[src/rtl/alpha_blended_line_rasterizer_assert.svh]
// assertion macros for the alpha blended line rasterizer
// used by the rtl files that check their own logic; no other dependency
`ifndef ALPHA_BLENDED_LINE_RASTERIZER_ASSERT_SVH
`define ALPHA_BLENDED_LINE_RASTERIZER_ASSERT_SVH
`ifndef SYNTHESIS
// same-cycle implication
`define ABLR_ASSERT_IMP(lbl, clk, rst_n, ante, cons, msg) \
	lbl: assert property (@(posedge clk) disable iff (!rst_n) (ante) |-> (cons)) \
		else $error(msg);
// next-cycle implication
`define ABLR_ASSERT_NXT(lbl, clk, rst_n, ante, cons, msg) \
	lbl: assert property (@(posedge clk) disable iff (!rst_n) (ante) |=> (cons)) \
		else $error(msg);
`else
`define ABLR_ASSERT_IMP(lbl, clk, rst_n, ante, cons, msg)
`define ABLR_ASSERT_NXT(lbl, clk, rst_n, ante, cons, msg)
`endif
`endif

[src/rtl/ablr_pkg.sv]
// shared constants for the alpha blended line rasterizer
// used by the channel interfaces and the top level; no dependencies
package ablr_pkg;

	localparam int COORD_BITS_DEF = 12;

	localparam int CLIP_W  = 12;
	localparam int BOUND_W = 13;
	localparam int CHAN_W  = 8;
	localparam int ALPHA_W = 9;
	localparam int PIXEL_W = 32;

	localparam int PADDR_W = 5;
	localparam int PDATA_W = 32;

	// register indexes, byte address is 4 * index
	localparam logic [2:0] REG_CLIP_MIN_X   = 3'd0;
	localparam logic [2:0] REG_CLIP_MIN_Y   = 3'd1;
	localparam logic [2:0] REG_CLIP_MAX_X   = 3'd2;
	localparam logic [2:0] REG_CLIP_MAX_Y   = 3'd3;
	localparam logic [2:0] REG_FRAME_HEIGHT = 3'd4;

	localparam logic [BOUND_W-1:0] CLIP_MAX_X_RST   = 13'd1280;
	localparam logic [BOUND_W-1:0] CLIP_MAX_Y_RST   = 13'd720;
	localparam logic [BOUND_W-1:0] FRAME_HEIGHT_RST = 13'd720;

	localparam logic KIND_LOAD = 1'b0;
	localparam logic KIND_STEP = 1'b1;

	localparam logic [ALPHA_W-1:0] ALPHA_ONE  = 9'd256;
	localparam logic [CHAN_W-1:0]  CHAN_MAX   = 8'hFF;
	localparam logic [CHAN_W-1:0]  ALPHA_BYTE = 8'hFF;

endpackage

[src/rtl/ablr_line_if.sv]
// input channel of the rasterizer: line loads and pixel steps
// depends on ablr_pkg for field widths
interface ablr_line_if #(
	parameter int COORD_BITS = ablr_pkg::COORD_BITS_DEF
);
	logic                            valid;
	logic                            ready;
	logic                            kind;
	logic signed [COORD_BITS-1:0]    x_start;
	logic signed [COORD_BITS-1:0]    y_start;
	logic signed [COORD_BITS-1:0]    x_end;
	logic signed [COORD_BITS-1:0]    y_end;
	logic [ablr_pkg::CHAN_W-1:0]     red;
	logic [ablr_pkg::CHAN_W-1:0]     green;
	logic [ablr_pkg::CHAN_W-1:0]     blue;
	logic [ablr_pkg::ALPHA_W-1:0]    alpha;
	logic [ablr_pkg::PIXEL_W-1:0]    dest_pixel;

	modport source (
		output valid, kind, x_start, y_start, x_end, y_end, red, green, blue, alpha,
			dest_pixel,
		input ready
	);
	modport sink (
		input valid, kind, x_start, y_start, x_end, y_end, red, green, blue, alpha,
			dest_pixel,
		output ready
	);
endinterface

[src/rtl/ablr_pixel_if.sv]
// output channel of the rasterizer: blended pixel and next fetch point
// depends on ablr_pkg for field widths
interface ablr_pixel_if #(
	parameter int COORD_BITS = ablr_pkg::COORD_BITS_DEF
);
	logic                            valid;
	logic                            ready;
	logic signed [COORD_BITS-1:0]    write_x;
	logic signed [COORD_BITS-1:0]    write_y;
	logic                            write_enable;
	logic [ablr_pkg::PIXEL_W-1:0]    blended_pixel;
	logic signed [COORD_BITS-1:0]    next_x;
	logic signed [COORD_BITS-1:0]    next_y;
	logic                            next_inside;
	logic                            line_done;

	modport source (
		output valid, write_x, write_y, write_enable, blended_pixel, next_x, next_y,
			next_inside, line_done,
		input ready
	);
	modport sink (
		input valid, write_x, write_y, write_enable, blended_pixel, next_x, next_y,
			next_inside, line_done,
		output ready
	);
endinterface

[src/rtl/alpha_blended_line_rasterizer.sv]
// Alpha blended Bresenham line rasterizer. A load transaction latches the endpoints, the
// color and a Q1.8 opacity (values above 256 count as 256) and answers with the start point
// and its clip test. Each step transaction carries the framebuffer word at the point reported
// last; the block blends it when that point is inside the clip window and below the frame
// height, then advances one pixel unless that point is the endpoint, and reports the next
// point to fetch. Every transaction gives exactly one result. The block takes one transaction
// per clock while the result is not stalled; the transaction is held in the input register
// and then captured in the result register, and a stalled result holds both registers. The
// rate is set by the Bresenham state, read and updated once per transaction as it moves from
// the input register into the result register. Clip and frame height registers sit on an
// APB port at byte addresses 0, 4, 8, 12, 16 and are read at each step.
// depends on ablr_pkg, ablr_line_if, ablr_pixel_if and the assertion macro header
`include "alpha_blended_line_rasterizer_assert.svh"

module alpha_blended_line_rasterizer #(
	parameter int COORD_BITS = ablr_pkg::COORD_BITS_DEF
) (
	input  logic                            clk,
	input  logic                            arst_n,
	input  logic                            psel,
	input  logic                            penable,
	input  logic                            pwrite,
	input  logic [ablr_pkg::PADDR_W-1:0]    paddr,
	input  logic [ablr_pkg::PDATA_W-1:0]    pwdata,
	output logic [ablr_pkg::PDATA_W-1:0]    prdata,
	output logic                            pready,
	ablr_line_if.sink                       line_in,
	ablr_pixel_if.source                    pixel_out
);

	localparam int CW    = COORD_BITS;
	localparam int CMP_W = ((CW > ablr_pkg::BOUND_W) ? CW : ablr_pkg::BOUND_W) + 1;

	// ---------------- configuration registers ----------------
	logic [ablr_pkg::CLIP_W-1:0]  clip_min_x_q, clip_min_y_q;
	logic [ablr_pkg::BOUND_W-1:0] clip_max_x_q, clip_max_y_q, frame_height_q;
	logic                         cfg_wr;
	logic [2:0]                   cfg_idx;

	assign pready  = 1'b1;
	assign cfg_wr  = psel && penable && pwrite;
	assign cfg_idx = paddr[4:2];

	always_ff @(posedge clk or negedge arst_n) begin
		if (!arst_n) begin
			clip_min_x_q   <= '0;
			clip_min_y_q   <= '0;
			clip_max_x_q   <= ablr_pkg::CLIP_MAX_X_RST;
			clip_max_y_q   <= ablr_pkg::CLIP_MAX_Y_RST;
			frame_height_q <= ablr_pkg::FRAME_HEIGHT_RST;
		end else if (cfg_wr) begin
			unique case (cfg_idx)
				ablr_pkg::REG_CLIP_MIN_X:   clip_min_x_q   <= pwdata[ablr_pkg::CLIP_W-1:0];
				ablr_pkg::REG_CLIP_MIN_Y:   clip_min_y_q   <= pwdata[ablr_pkg::CLIP_W-1:0];
				ablr_pkg::REG_CLIP_MAX_X:   clip_max_x_q   <= pwdata[ablr_pkg::BOUND_W-1:0];
				ablr_pkg::REG_CLIP_MAX_Y:   clip_max_y_q   <= pwdata[ablr_pkg::BOUND_W-1:0];
				ablr_pkg::REG_FRAME_HEIGHT: frame_height_q <= pwdata[ablr_pkg::BOUND_W-1:0];
				default: ;
			endcase
		end
	end

	always_comb begin
		unique case (cfg_idx)
			ablr_pkg::REG_CLIP_MIN_X:
				prdata = {{(ablr_pkg::PDATA_W-ablr_pkg::CLIP_W){1'b0}}, clip_min_x_q};
			ablr_pkg::REG_CLIP_MIN_Y:
				prdata = {{(ablr_pkg::PDATA_W-ablr_pkg::CLIP_W){1'b0}}, clip_min_y_q};
			ablr_pkg::REG_CLIP_MAX_X:
				prdata = {{(ablr_pkg::PDATA_W-ablr_pkg::BOUND_W){1'b0}}, clip_max_x_q};
			ablr_pkg::REG_CLIP_MAX_Y:
				prdata = {{(ablr_pkg::PDATA_W-ablr_pkg::BOUND_W){1'b0}}, clip_max_y_q};
			ablr_pkg::REG_FRAME_HEIGHT:
				prdata = {{(ablr_pkg::PDATA_W-ablr_pkg::BOUND_W){1'b0}}, frame_height_q};
			default: prdata = '0;
		endcase
	end

	// ---------------- helpers ----------------
	function automatic logic inside_clip(
		input logic [CW-1:0]                x,
		input logic [CW-1:0]                y,
		input logic [ablr_pkg::CLIP_W-1:0]  min_x,
		input logic [ablr_pkg::CLIP_W-1:0]  min_y,
		input logic [ablr_pkg::BOUND_W-1:0] max_x,
		input logic [ablr_pkg::BOUND_W-1:0] max_y,
		input logic [ablr_pkg::BOUND_W-1:0] fh
	);
		logic signed [CMP_W-1:0] xs, ys;
		xs = $signed({{(CMP_W-CW){x[CW-1]}}, x});
		ys = $signed({{(CMP_W-CW){y[CW-1]}}, y});
		return (xs >= $signed({{(CMP_W-ablr_pkg::CLIP_W){1'b0}}, min_x})) &&
			(xs < $signed({{(CMP_W-ablr_pkg::BOUND_W){1'b0}}, max_x})) &&
			(ys >= $signed({{(CMP_W-ablr_pkg::CLIP_W){1'b0}}, min_y})) &&
			(ys < $signed({{(CMP_W-ablr_pkg::BOUND_W){1'b0}}, max_y})) &&
			(ys < $signed({{(CMP_W-ablr_pkg::BOUND_W){1'b0}}, fh}));
	endfunction

	// c*a>>8, never above 255 since a <= 256
	function automatic logic [7:0] src_chan(input logic [7:0] c, input logic [8:0] a);
		logic [16:0] prod;
		prod = {9'd0, c} * {8'd0, a};
		return prod[15:8];
	endfunction

	function automatic logic [7:0] blend_chan(
		input logic [7:0] s,
		input logic [7:0] d,
		input logic [8:0] inv
	);
		logic [16:0] prod;
		logic [8:0]  sum;
		prod = {9'd0, d} * {8'd0, inv};
		sum  = {1'b0, s} + prod[16:8];
		return (sum > {1'b0, ablr_pkg::CHAN_MAX}) ? ablr_pkg::CHAN_MAX : sum[7:0];
	endfunction

	// ---------------- input register ----------------
	logic                         valid_s1;
	logic                         kind_s1;
	logic [CW-1:0]                x_start_s1, y_start_s1, x_end_s1, y_end_s1;
	logic [7:0]                   red_s1, green_s1, blue_s1;
	logic [ablr_pkg::ALPHA_W-1:0] alpha_s1;
	logic [ablr_pkg::PIXEL_W-1:0] dest_s1;
	logic                         out_valid_q;
	logic                         adv;
	logic                         fire;

	assign adv           = !out_valid_q || pixel_out.ready;
	assign fire          = valid_s1 && adv;
	assign line_in.ready = !valid_s1 || adv;

	always_ff @(posedge clk or negedge arst_n) begin
		if (!arst_n) begin
			valid_s1 <= 1'b0;
		end else if (line_in.ready) begin
			valid_s1 <= line_in.valid;
		end
	end

	always_ff @(posedge clk) begin
		if (line_in.valid && line_in.ready) begin
			kind_s1    <= line_in.kind;
			x_start_s1 <= line_in.x_start;
			y_start_s1 <= line_in.y_start;
			x_end_s1   <= line_in.x_end;
			y_end_s1   <= line_in.y_end;
			red_s1     <= line_in.red;
			green_s1   <= line_in.green;
			blue_s1    <= line_in.blue;
			alpha_s1   <= line_in.alpha;
			dest_s1    <= line_in.dest_pixel;
		end
	end

	// ---------------- line state ----------------
	logic [CW-1:0]                cur_x_q, cur_y_q, end_x_q, end_y_q;
	logic [CW:0]                  delta_x_q, delta_y_q;
	logic                         step_neg_x_q, step_neg_y_q;
	logic [CW+2:0]                error_term_q;
	logic [23:0]                  src_rgb_q;
	logic [ablr_pkg::ALPHA_W-1:0] inv_alpha_q;
	logic                         line_active_q;

	logic [CW-1:0]                cur_x_d, cur_y_d, end_x_d, end_y_d;
	logic [CW:0]                  delta_x_d, delta_y_d;
	logic                         step_neg_x_d, step_neg_y_d;
	logic [CW+2:0]                error_term_d;
	logic [23:0]                  src_rgb_d;
	logic [ablr_pkg::ALPHA_W-1:0] inv_alpha_d;
	logic                         line_active_d;

	// result of the item in the input register
	logic [CW-1:0]                r_write_x, r_write_y, r_next_x, r_next_y;
	logic                         r_write_enable, r_next_inside, r_line_done;
	logic [ablr_pkg::PIXEL_W-1:0] r_pixel;

	// load datapath
	logic [CW:0]                  dxs, dys, dx_abs, dy_abs;
	logic [ablr_pkg::ALPHA_W-1:0] a_sat;

	// step datapath
	logic signed [CW+3:0]         e2, dx_ext, dy_neg, err_sum;
	logic                         mv_x, mv_y, at_end, cur_in;

	always_comb begin
		dxs    = {x_end_s1[CW-1], x_end_s1} - {x_start_s1[CW-1], x_start_s1};
		dys    = {y_end_s1[CW-1], y_end_s1} - {y_start_s1[CW-1], y_start_s1};
		dx_abs = dxs[CW] ? (~dxs + 1'b1) : dxs;
		dy_abs = dys[CW] ? (~dys + 1'b1) : dys;
		a_sat  = (alpha_s1 > ablr_pkg::ALPHA_ONE) ? ablr_pkg::ALPHA_ONE : alpha_s1;

		e2      = $signed({error_term_q, 1'b0});
		dx_ext  = $signed({3'b000, delta_x_q});
		dy_neg  = -$signed({3'b000, delta_y_q});
		mv_x    = e2 > dy_neg;
		mv_y    = e2 < dx_ext;
		err_sum = $signed({error_term_q[CW+2], error_term_q}) + (mv_x ? dy_neg : '0)
			+ (mv_y ? dx_ext : '0);
		at_end  = (cur_x_q == end_x_q) && (cur_y_q == end_y_q);
		cur_in  = inside_clip(cur_x_q, cur_y_q, clip_min_x_q, clip_min_y_q,
			clip_max_x_q, clip_max_y_q, frame_height_q);

		cur_x_d       = cur_x_q;
		cur_y_d       = cur_y_q;
		end_x_d       = end_x_q;
		end_y_d       = end_y_q;
		delta_x_d     = delta_x_q;
		delta_y_d     = delta_y_q;
		step_neg_x_d  = step_neg_x_q;
		step_neg_y_d  = step_neg_y_q;
		error_term_d  = error_term_q;
		src_rgb_d     = src_rgb_q;
		inv_alpha_d   = inv_alpha_q;
		line_active_d = line_active_q;

		r_write_x      = '0;
		r_write_y      = '0;
		r_write_enable = 1'b0;
		r_pixel        = '0;
		r_line_done    = 1'b0;
		r_next_inside  = 1'b0;

		unique case (kind_s1)
			ablr_pkg::KIND_LOAD: begin
				cur_x_d       = x_start_s1;
				cur_y_d       = y_start_s1;
				end_x_d       = x_end_s1;
				end_y_d       = y_end_s1;
				delta_x_d     = dx_abs;
				delta_y_d     = dy_abs;
				step_neg_x_d  = dxs[CW] || (dxs == '0);
				step_neg_y_d  = dys[CW] || (dys == '0);
				error_term_d  = {2'b00, dx_abs} - {2'b00, dy_abs};
				src_rgb_d     = {src_chan(blue_s1, a_sat), src_chan(green_s1, a_sat),
					src_chan(red_s1, a_sat)};
				inv_alpha_d   = ablr_pkg::ALPHA_ONE - a_sat;
				line_active_d = 1'b1;
			end
			ablr_pkg::KIND_STEP: begin
				if (!line_active_q) begin
					r_line_done = 1'b1;
				end else begin
					r_write_x      = cur_x_q;
					r_write_y      = cur_y_q;
					r_write_enable = cur_in;
					if (cur_in) begin
						r_pixel = {ablr_pkg::ALPHA_BYTE,
							blend_chan(src_rgb_q[23:16], dest_s1[23:16], inv_alpha_q),
							blend_chan(src_rgb_q[15:8], dest_s1[15:8], inv_alpha_q),
							blend_chan(src_rgb_q[7:0], dest_s1[7:0], inv_alpha_q)};
					end
					if (at_end) begin
						line_active_d = 1'b0;
						r_line_done   = 1'b1;
					end else begin
						error_term_d = err_sum[CW+2:0];
						// +1 or -1 in two's complement
						if (mv_x) begin
							cur_x_d = cur_x_q + {{(CW-1){step_neg_x_q}}, 1'b1};
						end
						if (mv_y) begin
							cur_y_d = cur_y_q + {{(CW-1){step_neg_y_q}}, 1'b1};
						end
					end
				end
			end
			default: ;
		endcase

		r_next_x = cur_x_d;
		r_next_y = cur_y_d;
		// no fetch point once the line is finished or absent
		if (line_active_d) begin
			r_next_inside = inside_clip(cur_x_d, cur_y_d, clip_min_x_q, clip_min_y_q,
				clip_max_x_q, clip_max_y_q, frame_height_q);
		end
	end

	always_ff @(posedge clk or negedge arst_n) begin
		if (!arst_n) begin
			cur_x_q       <= '0;
			cur_y_q       <= '0;
			end_x_q       <= '0;
			end_y_q       <= '0;
			delta_x_q     <= '0;
			delta_y_q     <= '0;
			step_neg_x_q  <= 1'b0;
			step_neg_y_q  <= 1'b0;
			error_term_q  <= '0;
			src_rgb_q     <= '0;
			inv_alpha_q   <= '0;
			line_active_q <= 1'b0;
		end else if (fire) begin
			cur_x_q       <= cur_x_d;
			cur_y_q       <= cur_y_d;
			end_x_q       <= end_x_d;
			end_y_q       <= end_y_d;
			delta_x_q     <= delta_x_d;
			delta_y_q     <= delta_y_d;
			step_neg_x_q  <= step_neg_x_d;
			step_neg_y_q  <= step_neg_y_d;
			error_term_q  <= error_term_d;
			src_rgb_q     <= src_rgb_d;
			inv_alpha_q   <= inv_alpha_d;
			line_active_q <= line_active_d;
		end
	end

	// ---------------- result register ----------------
	logic [CW-1:0]                write_x_q, write_y_q, next_x_q, next_y_q;
	logic                         write_enable_q, next_inside_q, line_done_q;
	logic [ablr_pkg::PIXEL_W-1:0] blended_pixel_q;

	always_ff @(posedge clk or negedge arst_n) begin
		if (!arst_n) begin
			out_valid_q <= 1'b0;
		end else if (adv) begin
			out_valid_q <= valid_s1;
		end
	end

	always_ff @(posedge clk) begin
		if (fire) begin
			write_x_q       <= r_write_x;
			write_y_q       <= r_write_y;
			write_enable_q  <= r_write_enable;
			blended_pixel_q <= r_pixel;
			next_x_q        <= r_next_x;
			next_y_q        <= r_next_y;
			next_inside_q   <= r_next_inside;
			line_done_q     <= r_line_done;
		end
	end

	assign pixel_out.valid         = out_valid_q;
	assign pixel_out.write_x       = write_x_q;
	assign pixel_out.write_y       = write_y_q;
	assign pixel_out.write_enable  = write_enable_q;
	assign pixel_out.blended_pixel = blended_pixel_q;
	assign pixel_out.next_x        = next_x_q;
	assign pixel_out.next_y        = next_y_q;
	assign pixel_out.next_inside   = next_inside_q;
	assign pixel_out.line_done     = line_done_q;

	// ---------------- checks ----------------
	`ABLR_ASSERT_NXT(a_idle_step, clk, arst_n,
		fire && (kind_s1 == ablr_pkg::KIND_STEP) && !line_active_q,
		line_done_q && !write_enable_q && (next_x_q == $past(cur_x_q)),
		"step without a line must report done and leave the position alone")
	`ABLR_ASSERT_NXT(a_load_arms, clk, arst_n,
		fire && (kind_s1 == ablr_pkg::KIND_LOAD),
		line_active_q && !line_done_q && !write_enable_q,
		"load must start a line and write nothing")
	`ABLR_ASSERT_IMP(a_end_only, clk, arst_n,
		$fell(line_active_q),
		line_done_q && (next_x_q == end_x_q) && (next_y_q == end_y_q),
		"line may only finish at its endpoint")
	`ABLR_ASSERT_IMP(a_fetch_live, clk, arst_n,
		out_valid_q && next_inside_q,
		!line_done_q,
		"a finished line must not ask for another pixel")
	`ABLR_ASSERT_IMP(a_blend_alpha, clk, arst_n,
		out_valid_q && write_enable_q,
		blended_pixel_q[31:24] == ablr_pkg::ALPHA_BYTE,
		"stored pixel must be opaque")

endmodule
[src/flat_wrapper.sv]
// flat-port wrapper written by rule: the top's interface ports become plain ports
module alpha_blended_line_rasterizer_flat 
#(
	parameter int COORD_BITS = ablr_pkg::COORD_BITS_DEF
)
  (clk, arst_n, psel, penable, pwrite, paddr, pwdata, prdata, pready, line_in_valid, line_in_kind, line_in_x_start, line_in_y_start, line_in_x_end, line_in_y_end, line_in_red, line_in_green, line_in_blue, line_in_alpha, line_in_dest_pixel, line_in_ready, pixel_out_valid, pixel_out_write_x, pixel_out_write_y, pixel_out_write_enable, pixel_out_blended_pixel, pixel_out_next_x, pixel_out_next_y, pixel_out_next_inside, pixel_out_line_done, pixel_out_ready);
  ablr_line_if #(.COORD_BITS(COORD_BITS)) line_in_i ();
  ablr_pixel_if #(.COORD_BITS(COORD_BITS)) pixel_out_i ();
  input  logic clk;
  input  logic arst_n;
  input  logic psel;
  input  logic penable;
  input  logic pwrite;
  input  logic [ablr_pkg::PADDR_W-1:0] paddr;
  input  logic [ablr_pkg::PDATA_W-1:0] pwdata;
  output logic [ablr_pkg::PDATA_W-1:0] prdata;
  output logic pready;
  input wire logic [$bits(line_in_i.valid)-1:0] line_in_valid;
  input wire logic [$bits(line_in_i.kind)-1:0] line_in_kind;
  input wire logic [$bits(line_in_i.x_start)-1:0] line_in_x_start;
  input wire logic [$bits(line_in_i.y_start)-1:0] line_in_y_start;
  input wire logic [$bits(line_in_i.x_end)-1:0] line_in_x_end;
  input wire logic [$bits(line_in_i.y_end)-1:0] line_in_y_end;
  input wire logic [$bits(line_in_i.red)-1:0] line_in_red;
  input wire logic [$bits(line_in_i.green)-1:0] line_in_green;
  input wire logic [$bits(line_in_i.blue)-1:0] line_in_blue;
  input wire logic [$bits(line_in_i.alpha)-1:0] line_in_alpha;
  input wire logic [$bits(line_in_i.dest_pixel)-1:0] line_in_dest_pixel;
  output wire logic [$bits(line_in_i.ready)-1:0] line_in_ready;
  output wire logic [$bits(pixel_out_i.valid)-1:0] pixel_out_valid;
  output wire logic [$bits(pixel_out_i.write_x)-1:0] pixel_out_write_x;
  output wire logic [$bits(pixel_out_i.write_y)-1:0] pixel_out_write_y;
  output wire logic [$bits(pixel_out_i.write_enable)-1:0] pixel_out_write_enable;
  output wire logic [$bits(pixel_out_i.blended_pixel)-1:0] pixel_out_blended_pixel;
  output wire logic [$bits(pixel_out_i.next_x)-1:0] pixel_out_next_x;
  output wire logic [$bits(pixel_out_i.next_y)-1:0] pixel_out_next_y;
  output wire logic [$bits(pixel_out_i.next_inside)-1:0] pixel_out_next_inside;
  output wire logic [$bits(pixel_out_i.line_done)-1:0] pixel_out_line_done;
  input wire logic [$bits(pixel_out_i.ready)-1:0] pixel_out_ready;
  assign line_in_i.valid = line_in_valid;
  assign line_in_i.kind = line_in_kind;
  assign line_in_i.x_start = line_in_x_start;
  assign line_in_i.y_start = line_in_y_start;
  assign line_in_i.x_end = line_in_x_end;
  assign line_in_i.y_end = line_in_y_end;
  assign line_in_i.red = line_in_red;
  assign line_in_i.green = line_in_green;
  assign line_in_i.blue = line_in_blue;
  assign line_in_i.alpha = line_in_alpha;
  assign line_in_i.dest_pixel = line_in_dest_pixel;
  assign line_in_ready = line_in_i.ready;
  assign pixel_out_valid = pixel_out_i.valid;
  assign pixel_out_write_x = pixel_out_i.write_x;
  assign pixel_out_write_y = pixel_out_i.write_y;
  assign pixel_out_write_enable = pixel_out_i.write_enable;
  assign pixel_out_blended_pixel = pixel_out_i.blended_pixel;
  assign pixel_out_next_x = pixel_out_i.next_x;
  assign pixel_out_next_y = pixel_out_i.next_y;
  assign pixel_out_next_inside = pixel_out_i.next_inside;
  assign pixel_out_line_done = pixel_out_i.line_done;
  assign pixel_out_i.ready = pixel_out_ready;
  alpha_blended_line_rasterizer #(.COORD_BITS(COORD_BITS)) u_core (.clk(clk), .arst_n(arst_n), .psel(psel), .penable(penable), .pwrite(pwrite), .paddr(paddr), .pwdata(pwdata), .prdata(prdata), .pready(pready), .line_in(line_in_i), .pixel_out(pixel_out_i));
endmodule
[config.mk]
export PLATFORM = sky130hd
export DESIGN_NAME = alpha_blended_line_rasterizer_flat
export DESIGN_NICKNAME = d
export VERILOG_FILES = /design/src/rtl/ablr_pkg.sv /design/src/rtl/ablr_line_if.sv /design/src/rtl/ablr_pixel_if.sv /design/src/rtl/alpha_blended_line_rasterizer.sv /design/src/flat_wrapper.sv
export VERILOG_INCLUDE_DIRS = /design/src /design/src/rtl
export SDC_FILE = /design/constraint.sdc
export NUM_CORES = 2
export LEC_CHECK = 0
export ABC_AREA = 0
export BUFFER_PORTS_ARGS = -buffer_cell sky130_fd_sc_hd__buf_4
export CAP_MARGIN = 15
export CELL_PAD_IN_SITES_DETAIL_PLACEMENT = 0
export CELL_PAD_IN_SITES_GLOBAL_PLACEMENT = 1
export CORE_UTILIZATION = 34
export CTS_BUF_LIST = sky130_fd_sc_hd__clkbuf_4 sky130_fd_sc_hd__clkbuf_8
export DETAILED_ROUTE_END_ITERATION = 7
export PLACE_DENSITY = 0.68
export SYNTH_ARGS = -nofsm -noshare
export SYNTH_HDL_FRONTEND = slang
export SYNTH_SLANG_ARGS = --single-unit
[constraint.sdc]
create_clock -name clk -period 7.9 [get_ports clk]
set_input_delay 1.58 -clock clk [delete_from_list [all_inputs] [get_ports clk]]
set_output_delay 1.58 -clock clk [all_outputs]
set_load 0.05 [all_outputs]
==> impl_metrics.py <==
metrics = {
    "final_layout": {
        "regArea_mm2": 0.0102,
        "finalNetCount": 4781,
        "area_growth_pct": 14.1,
        "fillers": 10400,
        "drive_gt1_share_pct": 12.5,
        "layout.cells.non_filler": 5349,
        "multi_input_area_mm2": 0.0229,
    },
    "grt": {
        "grt_max_degree": 138,
        "antenna_found_initial": 7,
        "grt.total_usage_pct": 18.7,
        "grt_pass1_wl_mm": 155,
        "grt_pass1_vias": 26800,
        "grt_remaining_overflow": 0,
    },
    "sta": {
        "rsz0062_at_grt": "false",
        "slew_headroom_pct": 20.5,
        "timing.final.ws_setup_ns": 0.786,
        "finalMaxSlewViolations": 0,
        "fin_crit_sh_pct": 90.0,
        "clock.fmax_mhz": 141,
        "finClkSkew_ns": 0.0579,
        "fin_setup_tns_ns": 0,
        "fin_crit_ns": 7.11,
        "hold_viol_final": 0,
        "finalSetupViolCount": 0,
        "worst_pin_slew_ns": 1.19,
    },
    "run_status": {
        "outcome": "completed",
    },
    "cts": {
        "cts_root_buf": "clkbuf_8",
        "cts_hold_buf": 0,
        "cts_resized": 0,
        "cts_setup_buffers": 0,
        "clockBufferDepth": 3,
        "clk_pin_slew_ns": 0.06,
        "numClockSinks": 371,
        "tritoncts": "done",
        "clkLatencyLatePin_ns": 0.74,
        "htreeDepth": 3,
        "numCtsBuffers": 74,
    },
    "setup_path": {
        "worst-path-buf-inv": 3,
        "worstPathMaxFanout": 14,
        "end_kind": "flop",
        "path_delay_family": "simple AND/OR/NAND/NOR gates",
        "path_class": "flop to flop",
        "critPathArrivalTime_ns": 7.74,
        "cp.required_ns": 8.52,
        "cp_slowest_cell": "dfrtp_1",
        "slowest_delay_ns": 0.44,
        "worst_setup_path_start_kind": "flop",
    },
    "placement": {
        "hpwl_mm": 75.0,
        "place.gp.congestion": 0.853,
        "portBuffers": 226,
        "place_ws_ns": 0.856,
        "dp.cells": 5209,
    },
    "detailed_routing": {
        "met1_length_mm": 47.6,
        "wl_mm": 98.0,
        "drc": 0,
        "routed_via_density": 4.93,
        "vias": 26400,
        "wl_per_cell_um": 18.3,
        "top_layer": "met5",
        "drt-pass1-iter-count": 5,
        "drt_first_iter_violations": 1423,
        "ant_nets": 0,
        "wl_met2_mm": 43.0,
        "met3WireLength_mm": 4.72,
    },
    "power": {
        "p_int_uw": 8290,
        "p_leak_uw": 0.0194,
        "clock_power_share_pct": 15.4,
        "p_sw_share_pct": 47.2,
        "seqPwrFrac_pct": 19.4,
        "vdd_drop_max_mv": 0.326,
        "combPwrFrac_pct": 65.2,
        "power_switching_uw": 7400,
        "powerDensity_mw_per_mm2": 389,
    },
    "floorplan": {
        "die-area_mm2": 0.105,
        "rows": 117,
        "pin_count": 276,
        "start_util_pct": 34.5,
        "fp.coreArea_mm2": 0.102,
        "die_w_um": 325,
        "die_h_um": 325,
    },
    "synth": {
        "synth-edff-count": 181,
        "synth-seq-area-share_pct": 28.8,
        "synth_top_area_share_pct": 15.6,
        "synth_seq_cells": 371,
        "yosys.area.top_type": "ha_1",
        "ys_types": 85,
        "yosys_warnings": 0,
        "syn-mean-instance-area_um2": 9.56,
        "synth_area_mm2": 0.0354,
        "syn_inst": 3704,
        "synthTopCellsByArea": "ha_1 16%, edfxtp_1 15%, fa_1 15%",
        "async_reset_ff_share_pct": 51.2,
        "synth_flop_cell": "edfxtp_1",
    },
    "run": {
        "cap_violations": 0,
    },
    "min_path": {
        "hold_path_class": "flop to flop",
    },
}
-- metrics by stage --
step / utilization, % / area [um2] / hold slack (ns) / total power, uW
floorplan: - / 35500 / 0.445 / 10800
global placement: 37.7 / 38600 / 0.462 / 13200
detailed placement: 37.7 / 38600 / 0.466 / 13300
CTS: 39.4 / 40400 / 0.426 / 15800
global route: 39.4 / 40400 / 0.503 / 17400
finish: 39.4 / 40400 / 0.438 / 15700
-- final timing paths --
kind                                     start                 endpoint  slack, ns  cells past startpoint
min in group asynchronous               arst_n   u_core.clip_max_x_q[2]       0.84                      1
min reg2reg                 u_core.y_end_s1[4]        u_core.end_y_q[4]       0.44                      2
max in group asynchronous               arst_n     u_core.src_rgb_q[15]       5.81                      2
min                         u_core.y_end_s1[4]        u_core.end_y_q[4]       0.44                      2
max reg2reg                u_core.delta_y_q[0]  u_core.error_term_q[11]       0.79                     29
max                        u_core.delta_y_q[0]  u_core.error_term_q[11]       0.79                     29
-- routing by layer --
layer,vias up,global-route usage [%]
li1,12800,-
met3,133,3.40
met1,12900,26.5
met4,10,5.62
met5,-,0
met2,497,29.0
-- Yosys cell counts, types with 23 or more instances --
| cell type | number |
|---|---|
| xnor2_1 | 126 |
| dfrtp_1 | 180 |
| ha_1 | 441 |
| nand2b_1 | 25 |
| buf_4 | 29 |
| o211ai_1 | 24 |
| and3_1 | 30 |
| nor2b_1 | 41 |
| a22oi_1 | 23 |
| inv_1 | 458 |
| and2_1 | 287 |
| nor3_1 | 61 |
| nand4_1 | 23 |
| xor2_1 | 75 |
| nor2_1 | 168 |
| o21ai_0 | 166 |
| mux2_2 | 39 |
| fa_1 | 265 |
| clkbuf_1 | 99 |
| a21o_1 | 53 |
| nand2_1 | 439 |
| nand3_1 | 41 |
| a21oi_1 | 125 |
| edfxtp_1 | 181 |
-- sequential cells by signal, summed over array words and instances, names as in the netlist, 12 cells and up --
signal	count
u_core.end_y_q	12
u_core.frame_height_q	13
u_core.cur_y_q	12
u_core.delta_y_q	13
u_core.error_term_q	15
u_core.x_end_s1	12
u_core.pixel_out.next_x	12
u_core.pixel_out.next_y	12
u_core.y_end_s1	12
u_core.src_rgb_q	24
u_core.delta_x_q	13
u_core.cur_x_q	12
u_core.pixel_out.blended_pixel	25
u_core.end_x_q	12
u_core.pixel_out.write_x	12
u_core.clip_min_y_q	12
u_core.clip_max_y_q	13
u_core.dest_s1	24
u_core.y_start_s1	12
u_core.pixel_out.write_y	12
u_core.clip_max_x_q	13
u_core.clip_min_x_q	12
u_core.x_start_s1	12
-- power groups by stage --
stage	clock network [uW]	logic [uW]	registers (uW)
finish	2420	10200	3040
global route	2580	11700	3090
CTS	2490	10300	3030
detailed placement	0	10200	3070
global placement	0	10100	3060
floorplan	0	7790	2980
-- logic make-up (layout without fill, tap and decap cells) --
| family | Yosys count | after routing | synth area share [%] |
|---|---|---|---|
| multiplexers | 61 | 61 | 1.87 |
| other | 2 | 22 | 0.0212 |
| flip-flops | 371 | 371 | 28.8 |
| AND/OR/NAND/NOR | 1183 | 1183 | 16.5 |
| adder cells (fa/ha/maj) | 706 | 706 | 30.6 |
| buffers and inverters | 609 | 866 | 6.81 |
| AO/OA/AOI/OAI | 571 | 571 | 10.4 |
| XOR/XNOR | 201 | 201 | 4.97 |
-- area by class of cell --
| type | instances | share of cell area (%) |
|---|---|---|
| Antenna cell | 2 | 0.0124 |
| Clock buffer | 99 | 3.13 |
| Clock inverter | 39 | 1.30 |
| Inverter | 459 | 4.27 |
| Multi-Input combinational cell | 2742 | 56.7 |
| Sequential cell | 371 | 25.3 |
| Tap cell | 1368 | 4.24 |
| Timing Repair Buffer | 269 | 5.05 |
-- worst min-delay path, stage by stage (launching register included) --
cell and delay (ns):
edfxtp_1 0.35, nand2_1 0.06, nand2_1 0.05
-- layout by cell type (no fill, tap or decap), drive strengths merged, types with 41 or more instances in the layout --
| cell | count |
|---|---|
| a21o | 53 |
| fa | 265 |
| nor3 | 61 |
| o21ai | 180 |
| xnor2 | 126 |
| nor2b | 41 |
| edfxtp | 181 |
| clkbuf | 100 |
| nor2 | 168 |
| dfrtp | 180 |
| xor2 | 75 |
| a21oi | 129 |
| and2 | 287 |
| nand2 | 439 |
| ha | 441 |
| buf | 268 |
| inv | 462 |
| nand3 | 41 |
No activity file was read; power rests on OpenSTA's default activity.
